`config.mk`:
```
export PLATFORM = sky130hd
export DESIGN_NAME = sorted_priority_slot_table
export DESIGN_NICKNAME = d
export VERILOG_FILES = /design/src/rtl/spst_pkg.sv /design/src/rtl/spst_ram.sv /design/src/rtl/spst_merge.sv /design/src/rtl/sorted_priority_slot_table.sv
export SDC_FILE = /design/constraint.sdc
export NUM_CORES = 1
export LEC_CHECK = 0
export BUFFER_PORTS_ARGS = -buffer_cell sky130_fd_sc_hd__buf_2
export CAP_MARGIN = 20
export CORE_ASPECT_RATIO = 0.5
export CORE_MARGIN = 1
export CORE_UTILIZATION = 35
export CTS_CLUSTER_DIAMETER = 200
export DETAILED_ROUTE_END_ITERATION = 7
export SYNTH_ARGS = -nofsm -noshare
export SYNTH_HDL_FRONTEND = slang
export SYNTH_HIERARCHICAL = 1
export SYNTH_SLANG_ARGS = --single-unit
```
`constraint.sdc`:
```
create_clock -name clk -period 3.6 [get_ports clk]
set_clock_uncertainty 0.15 [all_clocks]
set_input_delay 0.36 -clock clk [delete_from_list [all_inputs] [get_ports clk]]
set_output_delay 0.36 -clock clk [all_outputs]
set_load 0.02 [all_outputs]
```
`src/rtl/spst_pkg.sv`:
```
`timescale 1ns / 1ps
// spst_pkg: shared constants, codes and types for the sorted priority slot table
// depends on nothing; used by spst_merge and sorted_priority_slot_table in rtl/ and by the testbench

package spst_pkg;

    // table geometry
    localparam int SLOTS         = 64;
    localparam int PRIORITY_BITS = 8;
    localparam int IDX_W         = $clog2(SLOTS);
    localparam int CNT_W         = $clog2(SLOTS + 1);

    // fixed field widths at the ports
    localparam int OP_W     = 2;
    localparam int REQ_W    = 8;
    localparam int NUM_W    = 7;
    localparam int STATUS_W = 2;
    localparam int PLACED_W = 6;
    localparam int VALUE_W  = 8;
    localparam int COUNT_W  = 7;

    // operation codes
    localparam logic [OP_W-1:0] OP_ADMIT   = 2'd0;
    localparam logic [OP_W-1:0] OP_RELEASE = 2'd1;
    localparam logic [OP_W-1:0] OP_READ    = 2'd2;

    // result status codes
    localparam logic [STATUS_W-1:0] ST_OK      = 2'd0;
    localparam logic [STATUS_W-1:0] ST_FULL    = 2'd1;
    localparam logic [STATUS_W-1:0] ST_INVALID = 2'd2;
    localparam logic [STATUS_W-1:0] ST_FREE    = 2'd3;

    // output of the merge compare unit
    typedef struct packed {
        logic [PRIORITY_BITS-1:0] emit;
        logic [PRIORITY_BITS-1:0] carry;
    } merge_res_t;

endpackage

```
`src/rtl/spst_ram.sv`:
```
`timescale 1ns / 1ps
// spst_ram: generic single-write, single-read RAM with registered read data
// no dependencies

module spst_ram #(
    parameter int WIDTH = 8,
    parameter int DEPTH = 64
) (
    input  logic                     clk,
    input  logic                     we,
    input  logic [$clog2(DEPTH)-1:0] waddr,
    input  logic [WIDTH-1:0]         wdata,
    input  logic                     re,
    input  logic [$clog2(DEPTH)-1:0] raddr,
    output logic [WIDTH-1:0]         rdata
);

    logic [WIDTH-1:0] mem [DEPTH];
    logic [WIDTH-1:0] rdata_reg;

    // write port and registered read port
    always_ff @(posedge clk)
    begin
        if (we)
        begin
            mem[waddr] <= wdata;
        end
        if (re)
        begin
            rdata_reg <= mem[raddr];
        end
    end

    assign rdata = rdata_reg;

endmodule

```
`src/rtl/spst_merge.sv`:
```
`timescale 1ns / 1ps
// spst_merge: compare unit that merges a carried priority into the ordered stream
// depends on spst_pkg

module spst_merge (
    input  logic [spst_pkg::PRIORITY_BITS-1:0] carry,
    input  logic                               carry_vld,
    input  logic [spst_pkg::PRIORITY_BITS-1:0] value,
    output spst_pkg::merge_res_t               res
);

    logic value_lt;

    // single magnitude compare shared by every step of the pass
    assign value_lt = (value < carry);

    // emit the smaller, keep the larger for the next step; no carry: value passes
    always_comb
    begin
        if (carry_vld && !value_lt)
        begin
            res.emit  = carry;
            res.carry = value;
        end
        else
        begin
            res.emit  = value;
            res.carry = carry;
        end
    end

endmodule

```
`src/rtl/sorted_priority_slot_table.sv`:
```
`timescale 1ns / 1ps
// sorted_priority_slot_table: admit with room is one read pass over all slots, a final
// write and the result load; read adds a wait state for the registered RAM data;
// release, full, invalid and unused opcodes go straight to the result load; in_ready
// returns the cycle after the result is loaded, so input waits out a whole admit pass
// reset clears the occupancy bitmap and count, so every slot reads free at once;
// the slot RAM itself is never cleared. depends on spst_pkg, spst_ram, spst_merge

module sorted_priority_slot_table (
    input  logic                            clk,
    input  logic                            rst_n,
    input  logic                            in_valid,
    output logic                            in_ready,
    input  logic [spst_pkg::OP_W-1:0]       opcode,
    input  logic [spst_pkg::REQ_W-1:0]      priority_req,
    input  logic [spst_pkg::NUM_W-1:0]      slot_number,
    output logic                            out_valid,
    input  logic                            out_ready,
    output logic [spst_pkg::STATUS_W-1:0]   status,
    output logic [spst_pkg::PLACED_W-1:0]   placed_slot,
    output logic [spst_pkg::VALUE_W-1:0]    slot_value,
    output logic [spst_pkg::COUNT_W-1:0]    occupied_count,
    output logic [spst_pkg::COUNT_W-1:0]    free_count
);

    typedef enum logic [2:0] {
        S_IDLE,
        S_SCAN,
        S_FINAL,
        S_RDWAIT,
        S_POST
    } state_t;

    state_t                               state_reg, state_next;
    logic [spst_pkg::CNT_W-1:0]           scan_reg, scan_next;
    logic [spst_pkg::CNT_W-1:0]           wr_reg, wr_next;
    logic [spst_pkg::PRIORITY_BITS-1:0]   carry_reg, carry_next;
    logic                                 carry_vld_reg, carry_vld_next;
    logic                                 rd_pend_reg, rd_pend_next;
    logic                                 rd_occ_reg, rd_occ_next;
    logic [spst_pkg::IDX_W-1:0]           free_idx_reg, free_idx_next;
    logic [spst_pkg::SLOTS-1:0]           occ_reg, occ_next;
    logic [spst_pkg::CNT_W-1:0]           cnt_reg, cnt_next;
    logic [spst_pkg::STATUS_W-1:0]        res_status_reg, res_status_next;
    logic [spst_pkg::IDX_W-1:0]           res_placed_reg, res_placed_next;
    logic [spst_pkg::PRIORITY_BITS-1:0]   res_value_reg, res_value_next;
    logic                                 out_valid_reg, out_valid_next;
    logic [spst_pkg::STATUS_W-1:0]        out_status_reg, out_status_next;
    logic [spst_pkg::PLACED_W-1:0]        out_placed_reg, out_placed_next;
    logic [spst_pkg::VALUE_W-1:0]         out_value_reg, out_value_next;
    logic [spst_pkg::COUNT_W-1:0]         out_occ_reg, out_occ_next;
    logic [spst_pkg::COUNT_W-1:0]         out_free_reg, out_free_next;

    logic                                 ram_we;
    logic [spst_pkg::IDX_W-1:0]           ram_waddr;
    logic [spst_pkg::PRIORITY_BITS-1:0]   ram_wdata;
    logic                                 ram_re;
    logic [spst_pkg::IDX_W-1:0]           ram_raddr;
    logic [spst_pkg::PRIORITY_BITS-1:0]   ram_rdata;
    spst_pkg::merge_res_t                 merge_res;

    logic [spst_pkg::PRIORITY_BITS-1:0]   req_prio;
    logic [spst_pkg::IDX_W-1:0]           req_idx;
    logic                                 num_ok;
    logic [spst_pkg::IDX_W-1:0]           scan_idx;
    logic [spst_pkg::CNT_W-1:0]           fill_cnt;
    logic [spst_pkg::SLOTS-1:0]           fill_mask;

    // slot storage
    spst_ram #(
        .WIDTH (spst_pkg::PRIORITY_BITS),
        .DEPTH (spst_pkg::SLOTS)
    ) u_slot_ram (
        .clk   (clk),
        .we    (ram_we),
        .waddr (ram_waddr),
        .wdata (ram_wdata),
        .re    (ram_re),
        .raddr (ram_raddr),
        .rdata (ram_rdata)
    );

    // shared compare unit for the ordered rewrite
    spst_merge u_merge (
        .carry     (carry_reg),
        .carry_vld (carry_vld_reg),
        .value     (ram_rdata),
        .res       (merge_res)
    );

    // request decode
    assign req_prio = spst_pkg::PRIORITY_BITS'(priority_req);
    assign req_idx  = spst_pkg::IDX_W'(slot_number - spst_pkg::NUM_W'(1));
    assign num_ok   = (slot_number != '0) && (32'(slot_number) <= spst_pkg::SLOTS);
    assign scan_idx = scan_reg[spst_pkg::IDX_W-1:0];

    // packed occupancy after the pass: the first fill_cnt slots hold entries
    assign fill_cnt = wr_reg + spst_pkg::CNT_W'(carry_vld_reg);

    always_comb
    begin
        for (int i = 0; i < spst_pkg::SLOTS; i++)
        begin
            fill_mask[i] = (spst_pkg::CNT_W'(i) < fill_cnt);
        end
    end

    // sequencer
    always_comb
    begin
        state_next      = state_reg;
        scan_next       = scan_reg;
        wr_next         = wr_reg;
        carry_next      = carry_reg;
        carry_vld_next  = carry_vld_reg;
        rd_pend_next    = rd_pend_reg;
        rd_occ_next     = rd_occ_reg;
        free_idx_next   = free_idx_reg;
        occ_next        = occ_reg;
        cnt_next        = cnt_reg;
        res_status_next = res_status_reg;
        res_placed_next = res_placed_reg;
        res_value_next  = res_value_reg;
        out_valid_next  = out_valid_reg;
        out_status_next = out_status_reg;
        out_placed_next = out_placed_reg;
        out_value_next  = out_value_reg;
        out_occ_next    = out_occ_reg;
        out_free_next   = out_free_reg;

        ram_we    = 1'b0;
        ram_waddr = wr_reg[spst_pkg::IDX_W-1:0];
        ram_wdata = merge_res.emit;
        ram_re    = 1'b0;
        ram_raddr = scan_idx;

        // result taken downstream
        if (out_valid_reg && out_ready)
        begin
            out_valid_next = 1'b0;
        end

        case (state_reg)
            S_IDLE:
            begin
                ram_raddr = req_idx;
                if (in_valid)
                begin
                    res_status_next = spst_pkg::ST_OK;
                    res_placed_next = '0;
                    res_value_next  = '0;
                    state_next      = S_POST;
                    case (opcode)
                        spst_pkg::OP_ADMIT:
                        begin
                            if (cnt_reg == spst_pkg::CNT_W'(spst_pkg::SLOTS))
                            begin
                                res_status_next = spst_pkg::ST_FULL;
                            end
                            else
                            begin
                                scan_next      = '0;
                                wr_next        = '0;
                                carry_next     = req_prio;
                                carry_vld_next = (req_prio != '0);
                                rd_pend_next   = 1'b0;
                                free_idx_next  = '0;
                                state_next     = S_SCAN;
                            end
                        end
                        spst_pkg::OP_RELEASE:
                        begin
                            if (!num_ok)
                            begin
                                res_status_next = spst_pkg::ST_INVALID;
                            end
                            else if (occ_reg[req_idx])
                            begin
                                occ_next[req_idx] = 1'b0;
                                cnt_next          = cnt_reg - spst_pkg::CNT_W'(1);
                            end
                            else
                            begin
                                res_status_next = spst_pkg::ST_FREE;
                            end
                        end
                        spst_pkg::OP_READ:
                        begin
                            if (!num_ok)
                            begin
                                res_status_next = spst_pkg::ST_INVALID;
                            end
                            else
                            begin
                                ram_re      = 1'b1;
                                rd_occ_next = occ_reg[req_idx];
                                state_next  = S_RDWAIT;
                            end
                        end
                        default:
                        begin
                            res_status_next = spst_pkg::ST_OK;
                        end
                    endcase
                end
            end

            S_SCAN:
            begin
                // issue side: one slot read per cycle, track the highest free slot
                if (scan_reg != spst_pkg::CNT_W'(spst_pkg::SLOTS))
                begin
                    ram_re       = 1'b1;
                    rd_pend_next = 1'b1;
                    rd_occ_next  = occ_reg[scan_idx];
                    if (!occ_reg[scan_idx])
                    begin
                        free_idx_next = scan_idx;
                    end
                    scan_next = scan_reg + spst_pkg::CNT_W'(1);
                end
                else
                begin
                    rd_pend_next = 1'b0;
                    state_next   = S_FINAL;
                end
                // return side: compact occupied entries, merging the new priority
                if (rd_pend_reg && rd_occ_reg)
                begin
                    ram_we     = 1'b1;
                    carry_next = merge_res.carry;
                    wr_next    = wr_reg + spst_pkg::CNT_W'(1);
                end
            end

            S_FINAL:
            begin
                // flush the carried entry and rebuild occupancy
                if (carry_vld_reg)
                begin
                    ram_we    = 1'b1;
                    ram_wdata = carry_reg;
                end
                occ_next        = fill_mask;
                cnt_next        = fill_cnt;
                res_status_next = spst_pkg::ST_OK;
                res_placed_next = free_idx_reg;
                state_next      = S_POST;
            end

            S_RDWAIT:
            begin
                res_value_next = rd_occ_reg ? ram_rdata : '0;
                state_next     = S_POST;
            end

            S_POST:
            begin
                if (!out_valid_reg || out_ready)
                begin
                    out_valid_next  = 1'b1;
                    out_status_next = res_status_reg;
                    out_placed_next = spst_pkg::PLACED_W'(res_placed_reg);
                    out_value_next  = spst_pkg::VALUE_W'(res_value_reg);
                    out_occ_next    = spst_pkg::COUNT_W'(cnt_reg);
                    out_free_next   = spst_pkg::COUNT_W'(
                                          spst_pkg::CNT_W'(spst_pkg::SLOTS) - cnt_reg);
                    state_next      = S_IDLE;
                end
            end

            default:
            begin
                state_next = S_IDLE;
            end
        endcase
    end

    // state and registered outputs
    always_ff @(posedge clk or negedge rst_n)
    begin
        if (!rst_n)
        begin
            state_reg      <= S_IDLE;
            scan_reg       <= '0;
            wr_reg         <= '0;
            carry_reg      <= '0;
            carry_vld_reg  <= 1'b0;
            rd_pend_reg    <= 1'b0;
            rd_occ_reg     <= 1'b0;
            free_idx_reg   <= '0;
            occ_reg        <= '0;
            cnt_reg        <= '0;
            res_status_reg <= '0;
            res_placed_reg <= '0;
            res_value_reg  <= '0;
            out_valid_reg  <= 1'b0;
            out_status_reg <= '0;
            out_placed_reg <= '0;
            out_value_reg  <= '0;
            out_occ_reg    <= '0;
            out_free_reg   <= '0;
        end
        else
        begin
            state_reg      <= state_next;
            scan_reg       <= scan_next;
            wr_reg         <= wr_next;
            carry_reg      <= carry_next;
            carry_vld_reg  <= carry_vld_next;
            rd_pend_reg    <= rd_pend_next;
            rd_occ_reg     <= rd_occ_next;
            free_idx_reg   <= free_idx_next;
            occ_reg        <= occ_next;
            cnt_reg        <= cnt_next;
            res_status_reg <= res_status_next;
            res_placed_reg <= res_placed_next;
            res_value_reg  <= res_value_next;
            out_valid_reg  <= out_valid_next;
            out_status_reg <= out_status_next;
            out_placed_reg <= out_placed_next;
            out_value_reg  <= out_value_next;
            out_occ_reg    <= out_occ_next;
            out_free_reg   <= out_free_next;
        end
    end

    // port drive
    assign in_ready       = (state_reg == S_IDLE);
    assign out_valid      = out_valid_reg;
    assign status         = out_status_reg;
    assign placed_slot    = out_placed_reg;
    assign slot_value     = out_value_reg;
    assign occupied_count = out_occ_reg;
    assign free_count     = out_free_reg;

    // occupied count tracks the occupancy bitmap
    assert property (@(posedge clk) disable iff (!rst_n)
        $countones(occ_reg) == 32'(cnt_reg))
        else $error("occupied count out of step with occupancy bitmap");

    // compaction write never lands on the slot being read
    assert property (@(posedge clk) disable iff (!rst_n)
        (ram_we && ram_re) |-> (ram_waddr != ram_raddr))
        else $error("slot ram write collides with read");

    // write pointer stays behind the read pointer during the pass
    assert property (@(posedge clk) disable iff (!rst_n)
        (state_reg == S_SCAN) |-> (wr_reg <= scan_reg))
        else $error("compaction write pointer overtook read pointer");

    // a result is only presented out of the result load state
    assert property (@(posedge clk) disable iff (!rst_n)
        $rose(out_valid_reg) |-> ($past(state_reg) == S_POST))
        else $error("result presented outside result load");

endmodule

```
==> results.sh <==
export IMPL_finalCritPeriodShare_pct=95.4
export IMPL_worst_r2r_path_depth=11
export IMPL_cts_buffers=61
export IMPL_nNetsFinal=2129
export IMPL_postPlaceCellArea_um2=32000
export IMPL_wire_per_inst_um=23.0
export IMPL_synth_main_ff_cell="edfxtp_1"
export IMPL_synth_common_cells="edfxtp_1 (520), dfrtp_1 (151), nor2_1 (149)"
export IMPL_largest_register_ffs=512
export IMPL_status="finished, final reports clean"
export IMPL_fmax_mhz=291
export IMPL_p_leak_nw=11.8
export IMPL_seq_area_frac_synth_pct=66.3
export IMPL_reg2reg_slack_ns=0.16
export IMPL_die_w_um=411
export IMPL_dp_cells=3117
export IMPL_worstPathArrival_ns=3.64
export IMPL_drtIter0Drc=1733
export IMPL_finalSetupViolCount=0
export IMPL_ys_async_sr_fraction_pct=22.5
export IMPL_first_global_vias=17452
export IMPL_core_area_um2=82200
export IMPL_dp_hpwl_um=49500
export IMPL_htree_num_levels=2
export IMPL_multi_input_area_um2=9240
export IMPL_critPathLaunch="state_reg[0]"
export IMPL_place_congestion=0.904
export IMPL_path_delay_family="buffers and inverters"
export IMPL_hold_path_depth=4
export IMPL_drtAntennaViolNets=0
export IMPL_worst_slew_pin_slew_ns=0.849
export IMPL_max_stage_delay_ns=0.55
export IMPL_worstSetupEndpointType="flop"
export IMPL_ys_types=66
export IMPL_maxCapViolations=0
export IMPL_required_ns=3.80
export IMPL_critPathBufInv=3
export IMPL_crit_path_top_delay_cell="mux4_2"
export IMPL_n_antenna_cell=0
export IMPL_pre_cts_ws_ns=-0.171
export IMPL_maxSlewViolCount=0
export IMPL_power_mw=30.8
export IMPL_syn_instance_count=1906
export IMPL_post_cts_setup_buffer_count=0
export IMPL_start_util_pct=35.6
export IMPL_cts_buffer_depth=3
export IMPL_grt_start_max_net_pins=68
export IMPL_wl_um=74600
export IMPL_fin_cells=3247
export IMPL_yosysMostFrequentCell="edfxtp_1"
export IMPL_relSlewSlack_pct=43.2
export IMPL_grt_pass1_wl_um=112000
export IMPL_die_y_um=206
export IMPL_synth_edf_count=520
export IMPL_p_per_area_nw_per_um2=903
export IMPL_vias=17924
export IMPL_viasPerCell=5.52
export IMPL_tritoncts="yes"
export IMPL_regArea_um2=19400
export IMPL_worstReg2RegEnd="u_slot_ram/rdata[5]"
export IMPL_rsz0062_at_grt="no"
export IMPL_synth_top_area_cell="edfxtp_1"
export IMPL_ys_ff_latch=671
export IMPL_r2r_start="state_reg[0]"
export IMPL_cp_max_fo=37
export IMPL_grtUsageTotal_pct=17.5
export IMPL_synth_top_area_share_pct=53.4
export IMPL_syn_nets=1942
export IMPL_cp_start_kind="flop"
export IMPL_io_buffer_count=52
export IMPL_fin_area_um2=34100
export IMPL_tns_ns=0
export IMPL_layout_setup_ws_ns=0.165
export IMPL_worstSetupEndpoint="u_slot_ram/rdata[5]"
export IMPL_syn_mean_instance_area_um2=15.4
export IMPL_hold_class="in -> reg"
export IMPL_cp_cell_sequence="nor3_2 -> buf_12 -> nor2_1 -> a21oi_4 -> buf_12 -> buf_16 -> mux4_2 -> o22ai_1 -> nor2_1 -> o21ai_0 -> nand3_1"
export IMPL_antenna_found_initial=1
export IMPL_clkTransAtPathRegs_ns=0.07
export IMPL_overflow=0
export IMPL_clock_latency_ns=0.64
export IMPL_ir_drop_mv=0.718
export IMPL_rows=74
export IMPL_crit_type="reg -> reg"
export IMPL_synthTopCellsByArea="edfxtp_1 (53%), dfrtp_1 (13%), mux4_2 (11%), mux2_2 (2.2%), nor2_1 (1.9%)"
export IMPL_area_delta_synth_final_pct=16.4
export IMPL_period_minus_slack_ns=3.44
export IMPL_cts_root_buf="clkbuf_16"
export IMPL_ys_warn_count=6
export IMPL_final_layout_size_suffix_gt1_share_pct=26.2
export IMPL_dieArea_um2=84800
export IMPL_io_pins=53
export IMPL_clock_sinks=671
export IMPL_fillers=7450
export IMPL_crit_cells=11
export IMPL_drc=0
export IMPL_hold_viol=0
export IMPL_dr_pass1_iters=8
export IMPL_mappedNetlistArea_um2=29300
==> final cells by class <==
cell class | instances | area share, %
Multi-Input combinational cell | 1081 | 27.1
Sequential cell | 671 | 56.9
Clock inverter | 35 | 0.727
Clock buffer | 80 | 4.79
Timing Repair Buffer | 253 | 6.11
Tap cell | 1102 | 4.05
Inverter | 25 | 0.276
==> power by group <==
group	internal, mW	switching, mW	total (mW)
registers	11.1	0.687	11.8
logic	5.04	7.72	12.8
clock network	3.28	2.89	6.17
==> worst min-delay path by stage <==
stage | startpoint | to
6_report | slot_number[6] | res_status_reg[1]
4_1_cts | slot_number[6] | res_status_reg[1]
3_5_place_dp | rst_n | occ_reg[14]
5_1_grt | slot_number[6] | res_status_reg[1]
3_3_place_gp | rst_n | occ_reg[14]
2_1_floorplan | rst_n | carry_reg[0]
==> logic make-up after synthesis <==
family / Yosys count / synth area share [%]
compound gates: 319 / 7.36
xor+xnor: 33 / 0.988
simple gates: 476 / 7.57
mux: 238 / 14.7
flops: 671 / 66.3
fa+ha+maj: 15 / 0.641
buf+inv: 154 / 2.48
==> stage by stage <==
step | utilization [%] | hold WS [ns]
6_report | 41.4 | 0.112
5_1_grt | 41.4 | 0.108
4_1_cts | 41.4 | 0.0617
3_5_place_dp | 39.0 | 0.286
3_3_place_gp | 39.0 | 0.280
2_1_floorplan | - | -0.0856
==> worst min-delay path, delay by kind of cell <==
family / cells / cell delay, ns
xor+xnor: 1 / 0.11
buf+inv: 1 / 0.09
compound gates: 2 / 0.28
==> cell usage in the layout (no fill, tap or decap), drive strengths merged, types with 18 or more instances in the layout <==
master / synthesis / routed
a21oi: 43 / 43
a22oi: 21 / 21
a31oi: 26 / 26
buf: 52 / 238
clkbuf: 77 / 81
clkinv: 3 / 29
dfrtp: 151 / 151
edfxtp: 520 / 520
inv: 22 / 23
mux2: 58 / 58
mux2i: 33 / 33
mux4: 147 / 147
nand2: 135 / 135
nand3: 53 / 53
nor2: 149 / 149
nor3: 28 / 28
o21ai: 85 / 85
o22ai: 28 / 28
o311ai: 42 / 42
xor2: 18 / 18
==> per-layer routing <==
layer / vias up / routed length [µm] / share of wire, % / GRT usage (%)
met5: - / 13 / 0.017 / 0
met4: 2 / 1990 / 2.7 / 5.41
met3: 133 / 4930 / 6.6 / 3.14
met2: 632 / 35500 / 48 / 28.5
met1: 9280 / 32200 / 43 / 23.8
li1: 7877 / - / - / -
==> what timing repair did <==
| item | CTS | global route |
|---|---|---|
| resized for setup | 0 | 2 |
| hold buffers | 14 | 0 |
| endpoints found under the setup margin | 0 | 2 |
| endpoints found under the hold margin | 78 | 0 |
No activity file was read; power rests on OpenSTA's default activity.
